`src/rtl/core/kti_pkg.sv`:
```
// ---------------------------------------------------------------------------
// kti_pkg: shared types for the keyframe table interpolator
// Controller states, datapath command and status bundles, field widths.
// ---------------------------------------------------------------------------
package kti_pkg;

    localparam int VAL_W  = 32;
    localparam int NCOMP  = 4;
    localparam int WORD_W = VAL_W * (NCOMP + 1);
    localparam int DVD_W  = 2 * VAL_W + 1;

    localparam logic OP_SET   = 1'b0;
    localparam logic OP_QUERY = 1'b1;

    typedef enum logic [3:0] {
        S_INIT,
        S_IDLE,
        S_SCAN_RD,
        S_SCAN_CMP,
        S_DECIDE,
        S_SH_CHK,
        S_SH_WR,
        S_Q_RDN,
        S_Q_CAPN,
        S_DIFF,
        S_MUL,
        S_DIV_GO,
        S_DIV_WAIT,
        S_OUT
    } t_state;

    typedef enum logic [2:0] {
        ADDR_INIT,
        ADDR_IDX,
        ADDR_IDXM1,
        ADDR_PREV,
        ADDR_NEXT,
        ADDR_POS
    } t_addr_sel;

    typedef enum logic [1:0] {
        WD_INIT,
        WD_SHIFT,
        WD_NEW,
        WD_UPD
    } t_wd_sel;

    typedef struct packed {
        logic      in_ready;
        logic      out_valid;
        logic      load;
        logic      init_wr;
        logic      init_inc;
        logic      idx_inc;
        logic      idx_dec;
        logic      idx_ld_cnt;
        logic      scan_upd;
        logic      mem_wr;
        t_addr_sel addr_sel;
        t_wd_sel   wd_sel;
        logic      cnt_inc;
        logic      set_full;
        logic      cap_vp;
        logic      cap_vn;
        logic      res_vp;
        logic      comp_clr;
        logic      comp_inc;
        logic      diff_ld;
        logic      mul_ld;
        logic      div_start;
        logic      res_ld;
    } t_cmd;

    typedef struct packed {
        logic bad_tab;
        logic op;
        logic scan_gt;
        logic scan_last;
        logic need_ins;
        logic full;
        logic sh_more;
        logic same;
        logic div_done;
        logic comp_last;
        logic init_last;
    } t_sts;

endpackage

```
`src/rtl/core/kti_ctrl.sv`:
```
// ---------------------------------------------------------------------------
// kti_ctrl: sequencing state machine
// Steps through init, table scan, insert shift and interpolation.
// ---------------------------------------------------------------------------
module kti_ctrl
    import kti_pkg::*;
(
    input  logic i_clk,
    input  logic i_rst_n,
    input  logic i_in_valid,
    input  logic i_out_ready,
    input  t_sts i_sts,
    output t_cmd o_cmd
);

    t_state r_state;
    t_state n_state;

    always_ff @(posedge i_clk) begin
        if (!i_rst_n) begin
            r_state <= S_INIT;
        end else begin
            r_state <= n_state;
        end
    end

    always_comb begin
        n_state = r_state;
        case (r_state)
            S_INIT:     if (i_sts.init_last) n_state = S_IDLE;
            S_IDLE:     if (i_in_valid) n_state = S_SCAN_RD;
            S_SCAN_RD: begin
                n_state = i_sts.bad_tab ? S_OUT : S_SCAN_CMP;
            end
            S_SCAN_CMP: begin
                n_state = (i_sts.scan_gt || i_sts.scan_last) ? S_DECIDE : S_SCAN_RD;
            end
            S_DECIDE: begin
                if (i_sts.op == OP_QUERY) begin
                    n_state = S_Q_RDN;
                end else if (i_sts.need_ins && !i_sts.full) begin
                    n_state = S_SH_CHK;
                end else begin
                    n_state = S_OUT;
                end
            end
            S_SH_CHK:   n_state = i_sts.sh_more ? S_SH_WR : S_OUT;
            S_SH_WR:    n_state = S_SH_CHK;
            S_Q_RDN:    n_state = S_Q_CAPN;
            S_Q_CAPN:   n_state = i_sts.same ? S_OUT : S_DIFF;
            S_DIFF:     n_state = S_MUL;
            S_MUL:      n_state = S_DIV_GO;
            S_DIV_GO:   n_state = S_DIV_WAIT;
            S_DIV_WAIT: begin
                if (i_sts.div_done) begin
                    n_state = i_sts.comp_last ? S_OUT : S_DIFF;
                end
            end
            S_OUT:      if (i_out_ready) n_state = S_IDLE;
            default:    n_state = S_IDLE;
        endcase
    end

    always_comb begin
        o_cmd          = '0;
        o_cmd.addr_sel = ADDR_IDX;
        o_cmd.wd_sel   = WD_SHIFT;
        case (r_state)
            S_INIT: begin
                o_cmd.addr_sel = ADDR_INIT;
                o_cmd.wd_sel   = WD_INIT;
                o_cmd.init_wr  = 1'b1;
                o_cmd.init_inc = !i_sts.init_last;
            end
            S_IDLE: begin
                o_cmd.in_ready = 1'b1;
                o_cmd.load     = i_in_valid;
            end
            S_SCAN_CMP: begin
                o_cmd.scan_upd = 1'b1;
                o_cmd.idx_inc  = !(i_sts.scan_gt || i_sts.scan_last);
            end
            S_DECIDE: begin
                o_cmd.addr_sel = ADDR_PREV;
                if (i_sts.op == OP_SET) begin
                    if (i_sts.need_ins) begin
                        o_cmd.set_full   = i_sts.full;
                        o_cmd.idx_ld_cnt = !i_sts.full;
                    end else begin
                        o_cmd.wd_sel = WD_UPD;
                        o_cmd.mem_wr = 1'b1;
                    end
                end
            end
            S_SH_CHK: begin
                if (i_sts.sh_more) begin
                    o_cmd.addr_sel = ADDR_IDXM1;
                end else begin
                    o_cmd.addr_sel = ADDR_POS;
                    o_cmd.wd_sel   = WD_NEW;
                    o_cmd.mem_wr   = 1'b1;
                    o_cmd.cnt_inc  = 1'b1;
                end
            end
            S_SH_WR: begin
                o_cmd.mem_wr  = 1'b1;
                o_cmd.idx_dec = 1'b1;
            end
            S_Q_RDN: begin
                o_cmd.addr_sel = ADDR_NEXT;
                o_cmd.cap_vp   = 1'b1;
            end
            S_Q_CAPN: begin
                o_cmd.cap_vn   = 1'b1;
                o_cmd.res_vp   = i_sts.same;
                o_cmd.comp_clr = 1'b1;
            end
            S_DIFF:     o_cmd.diff_ld = 1'b1;
            S_MUL:      o_cmd.mul_ld = 1'b1;
            S_DIV_GO:   o_cmd.div_start = 1'b1;
            S_DIV_WAIT: begin
                o_cmd.res_ld   = i_sts.div_done;
                o_cmd.comp_inc = i_sts.div_done && !i_sts.comp_last;
            end
            S_OUT:      o_cmd.out_valid = 1'b1;
            default:    o_cmd.in_ready = 1'b0;
        endcase
    end

endmodule
```
`config.mk`:
```
export PLATFORM = sky130hd
export DESIGN_NAME = kti_ctrl
export DESIGN_NICKNAME = d
export VERILOG_FILES = /design/src/rtl/core/kti_pkg.sv /design/src/rtl/core/kti_ctrl.sv
export SDC_FILE = /design/constraint.sdc
export NUM_CORES = 1
export LEC_CHECK = 0
export ABC_AREA = 1
export BUFFER_PORTS_ARGS = -buffer_cell sky130_fd_sc_hd__buf_2
export CAP_MARGIN = 20
export CELL_PAD_IN_SITES_DETAIL_PLACEMENT = 1
export CELL_PAD_IN_SITES_GLOBAL_PLACEMENT = 2
export CORE_ASPECT_RATIO = 0.9
export CORE_MARGIN = 2
export CORE_UTILIZATION = 18
export CTS_CLUSTER_SIZE = 20
export DETAILED_ROUTE_END_ITERATION = 8
export PLACE_DENSITY_LB_ADDON = 0.05
export SYNTH_ARGS = -nofsm -noshare
export SYNTH_HDL_FRONTEND = slang
export SYNTH_SLANG_ARGS = --single-unit
```
`constraint.sdc`:
```
create_clock -name i_clk -period 2.7 [get_ports i_clk]
set_input_delay 0.81 -clock i_clk [delete_from_list [all_inputs] [get_ports i_clk]]
set_output_delay 0.81 -clock i_clk [all_outputs]
set_load 0.02 [all_outputs]
```
After elaboration in Yosys (flattened, before gate mapping). Index checks and enable logic that the tools add are counted.

Latch bits: 0. Logic and storage cells: 69. Flip-flop bits (word level): 4. Bits of input ports: 15. Bits in writable memories: 0. Output and inout port bits: 26. Memories kept: 0. Memory bits (read-only): 0.

$mul: 0. Shift operators: 0. Add/subtract/negate cells: 0. Div/mod/pow operators: 0. Magnitude comparators: 0. Equality and inequality tests: 17. Reduce and logical (&&, ||, !) cells: 9. Bitwise logic cells: 0. Muxes and demuxes: 42.

Operators with widths (number): 4-bit case mux with 14 select lines (1); 4-bit two-way mux (8); 4-bit == test (second input constant) (6); 1-bit two-way mux (22); 4-bit by 3-bit == test with 1-bit output (second input constant) (4); 3-bit two-way mux (5); 3-bit case mux with 4 select lines (1); 4-bit by 2-bit == test with 1-bit output (second input constant) (2); 2-bit inequality test (second input constant) (4); 2-bit two-way mux (3); 2-bit case mux with 3 select lines (1); 4-bit by 1-bit == test with 1-bit output (second input constant) (1); 1-bit zero test (4); 4-bit zero test (1); 4-bit AND reduction (1); 1-bit case mux with 3 select lines (1); 1-bit logical AND (2); 1-bit logical OR (1).

Longest topological paths before layout.
Word-level depth: 5. Mapped depth: 9. Mapped depth without buffers: 9.

Least setup slack after synthesis. Ideal clock, no wire load.

Path kind: input port to output port. Start: input i_sts[6] (netlist name). End: output o_cmd[9] (netlist name). Cell stages on the path: 2. Slack: 0.339 ns. Required time: 1.890 ns. Data arrival time: 1.551 ns. Path buffers: 0. Cell sequence: inv_1 -> nor4_1.

RTL lines: from (decl) (RTL line kti_ctrl.sv:12) `input t_sts i_sts,`; to (decl) (RTL line kti_ctrl.sv:13) `output t_cmd o_cmd`.

==> flow_summary.ini <==
[yosys]
post-synth-top-area-cell = sky130_fd_sc_hd__inv_1
synth.net_count = 134
asyncSetResetFlopFracSynth = 0
netlist_area_um2 = 606
synth.cells.most_frequent = sky130_fd_sc_hd__inv_1, sky130_fd_sc_hd__nand2_1, sky130_fd_sc_hd__nor2_1
synth_top_family_by_area = simple AND/OR/NAND/NOR gates
netlist_instances = 119
post_synth_fa_ha_maj_area_fraction = 0
area_share_of_xor_xnor_cells_in_the_synthesized_design = 0
yosys_most_used_dff = sky130_fd_sc_hd__dfxtp_1
avgSynthCellArea_um2 = 5.09
synth_enable_flop_cells = 0
ys_seq_elements = 4
synth_cell_type_count = 20
muxShareOfSynthArea = 0
yosys.area_share.simple = 0.556
synth_top_area_share = 0.186
sequential_share_of_the_synthesized_area = 0.132
synth-compound-area-share = 0.0950
yosys-top-cells-area = sky130_fd_sc_hd__inv_1, sky130_fd_sc_hd__nand2_1, sky130_fd_sc_hd__dfxtp_1, sky130_fd_sc_hd__nor2_1, sky130_fd_sc_hd__nand3_1
ys.warnings.count = 0
yosysMostFrequentCell = sky130_fd_sc_hd__inv_1

[cts]
cts_setup_buffers = 0
clock_pin_transition_on_the_worst_setup_and_hold_timing_paths_ns = 0.03
post_cts_hold_buffer_count = 0
postCtsResizedCells = 0
clkLatencyLatePin_ns = 0.22
cts_max_level = 1
tritoncts = yes
cts_root_buffer = sky130_fd_sc_hd__clkbuf_8
cts_num_sinks = 4
cts.path.max_buffers = 2
cts_made_buffers = 3

[placement]
placed_cells = 200
place_congestion = 0.714
hpwlAfterDp_um = 1910
io_buffers = 40
postPlaceCellArea_um2 = 851
pre_cts_slack_ns = 0.357

[sta]
fin_worst_skew_ns = 0.0000543
rsz0062_at_grt = false
drv_slew = 0
timing.final.setup_violations = 0
period_share = 0.908
timing.fmax_ghz = 0.408
period_needed_ns = 2.45
worst_pin_slew_ns = 0.339
finalWorstSetupSlack_ns = 0.249
slew-limit-headroom = 0.771
whs_ns = 0.666
finalHoldViolCount = 0
timing.setup.tns_ns = 0

[grt]
grt_start_max_net_pins = 8
antenna_violations_before_repair = 0
overflow = 0
grt_pass1_vias = 806
grtUsageTotal = 0.118
grt_pass1_wl_um = 3490

[route]
vias_per_cell = 4.25
detailedRoute.firstPassIterationCount = 4
final_wirelength_um = 2270
drtAntennaViolNets = 0
avgRoutedWirePerCell_um = 11.2
drcViolationCount = 0
drt_iter0_drc = 9
via_count = 863

[worst_setup_path]
setup.worst_path.start = r_state[2]
path_max_fanout = 5
crit_type = reg -> out
timing.critical_path.required_ns = 1.89
crit-reg2reg-launch = r_state[0]
timing.critical_path.arrival_ns = 1.64
setup.worst_path.end_class = primary output
startpoint_type = register

[power]
peakVddDrop_v = 0.000230
total_power_uw = 607
total_leakage_power_nw = 0.632
pwr_density_cell_nw_per_um2 = 680

[hold_path]
hold_path_startpoint = r_state[2]
hold_path_class = reg -> reg

[final_layout]
antenna_cells = 0
fraction_of_layout_cells_with_a_size_suffix_above_1 = 0.354
total_area_of_sequential_cells_um2 = 80.1
final_cell_area_excluding_filler_cells_um2 = 892
stdcell_count = 203
top_regs = r_state: 4 flops
finalNetCount = 178
register_name_with_the_most_flops = r_state
fillCellCount = 465
areaGrowthSynthToFinish_pct = 47.3
finalCoreUtilization = 0.284
multi_input_area_um2 = 394
largest_register_ffs = 4

[run]
max-cap-violations = 0

[run_status]
run_status = complete, no violations

[die]
core-area_um2 = 3140
std_cell_rows = 19
num_io_pins = 41
die_w_um = 65.1
dieHeight_um = 59.0
start_util = 0.193
die_area_um2 = 3840
[final cells by class]
class                           count  share of cell area
Inverter                           33               0.139
Tap cell                           42              0.0589
Multi-Input combinational cell     81               0.442
Clock buffer                        3              0.0463
Sequential cell                     4              0.0898
Timing Repair Buffer               40               0.224
[logic make-up (layout without fill, tap and decap cells)]
family | count (synthesis) | after routing
and+or+nand+nor | 71 | 71
buffers and inverters | 34 | 76
AOI/OAI and AO/OA | 10 | 10
DFF | 4 | 4
[layer usage]
layer / GRT usage / vias up / part of all wire
li1: - / 441 / -
met1: 0.156 / 396 / 0.49
met2: 0.208 / 26 / 0.46
met3: 0.0152 / 0 / 0.049
met4: 0.0268 / 0 / 0
met5: 0 / - / 0
[critical path, cell delays in order, from the launching register on]
cell	delay (ns)
sky130_fd_sc_hd__dfxtp_1	0.44
sky130_fd_sc_hd__inv_1	0.13
sky130_fd_sc_hd__nor2_4	0.15
sky130_fd_sc_hd__nand2_1	0.10
sky130_fd_sc_hd__inv_1	0.07
sky130_fd_sc_hd__nand2_1	0.13
sky130_fd_sc_hd__a31oi_1	0.21
sky130_fd_sc_hd__buf_2	0.19
[worst paths after layout]
path	endpoint	slack (ns)	depth (start not counted)
worst max-delay path	o_cmd[16]	0.25	7
worst max register to register	r_state[2]	1.24	6
worst min register to register	r_state[3]	0.67	2
worst min-delay path	r_state[3]	0.67	2
[cell usage in the layout (no fill, tap or decap), types with 2 or more instances in the layout]
| master | netlist | routed |
|---|---|---|
| sky130_fd_sc_hd__buf_2 | 0 | 40 |
| sky130_fd_sc_hd__inv_1 | 30 | 30 |
| sky130_fd_sc_hd__nand2_1 | 29 | 29 |
| sky130_fd_sc_hd__nor2_1 | 17 | 17 |
| sky130_fd_sc_hd__nand3_1 | 7 | 7 |
| sky130_fd_sc_hd__nor2_2 | 4 | 4 |
| sky130_fd_sc_hd__nor3_1 | 4 | 4 |
| sky130_fd_sc_hd__dfxtp_1 | 4 | 4 |
| sky130_fd_sc_hd__inv_2 | 3 | 3 |
| sky130_fd_sc_hd__nor2_4 | 3 | 3 |
| sky130_fd_sc_hd__nand2_2 | 3 | 3 |
| sky130_fd_sc_hd__clkbuf_8 | 0 | 3 |
| sky130_fd_sc_hd__a31oi_1 | 2 | 2 |
| sky130_fd_sc_hd__o211ai_1 | 2 | 2 |
| sky130_fd_sc_hd__o21ai_0 | 2 | 2 |
| sky130_fd_sc_hd__o21ai_1 | 2 | 2 |
| sky130_fd_sc_hd__a21oi_1 | 2 | 2 |
[report_power, final]
group / leakage (nW) / internal [mW] / switching (mW)
clock network: 0.0216 / 0.0953 / 0.0329
logic: 0.577 / 0.116 / 0.260
registers: 0.0327 / 0.0733 / 0.0293
total: 0.631 / 0.284 / 0.322
Note: power is estimated with default switching activity, not from simulation.
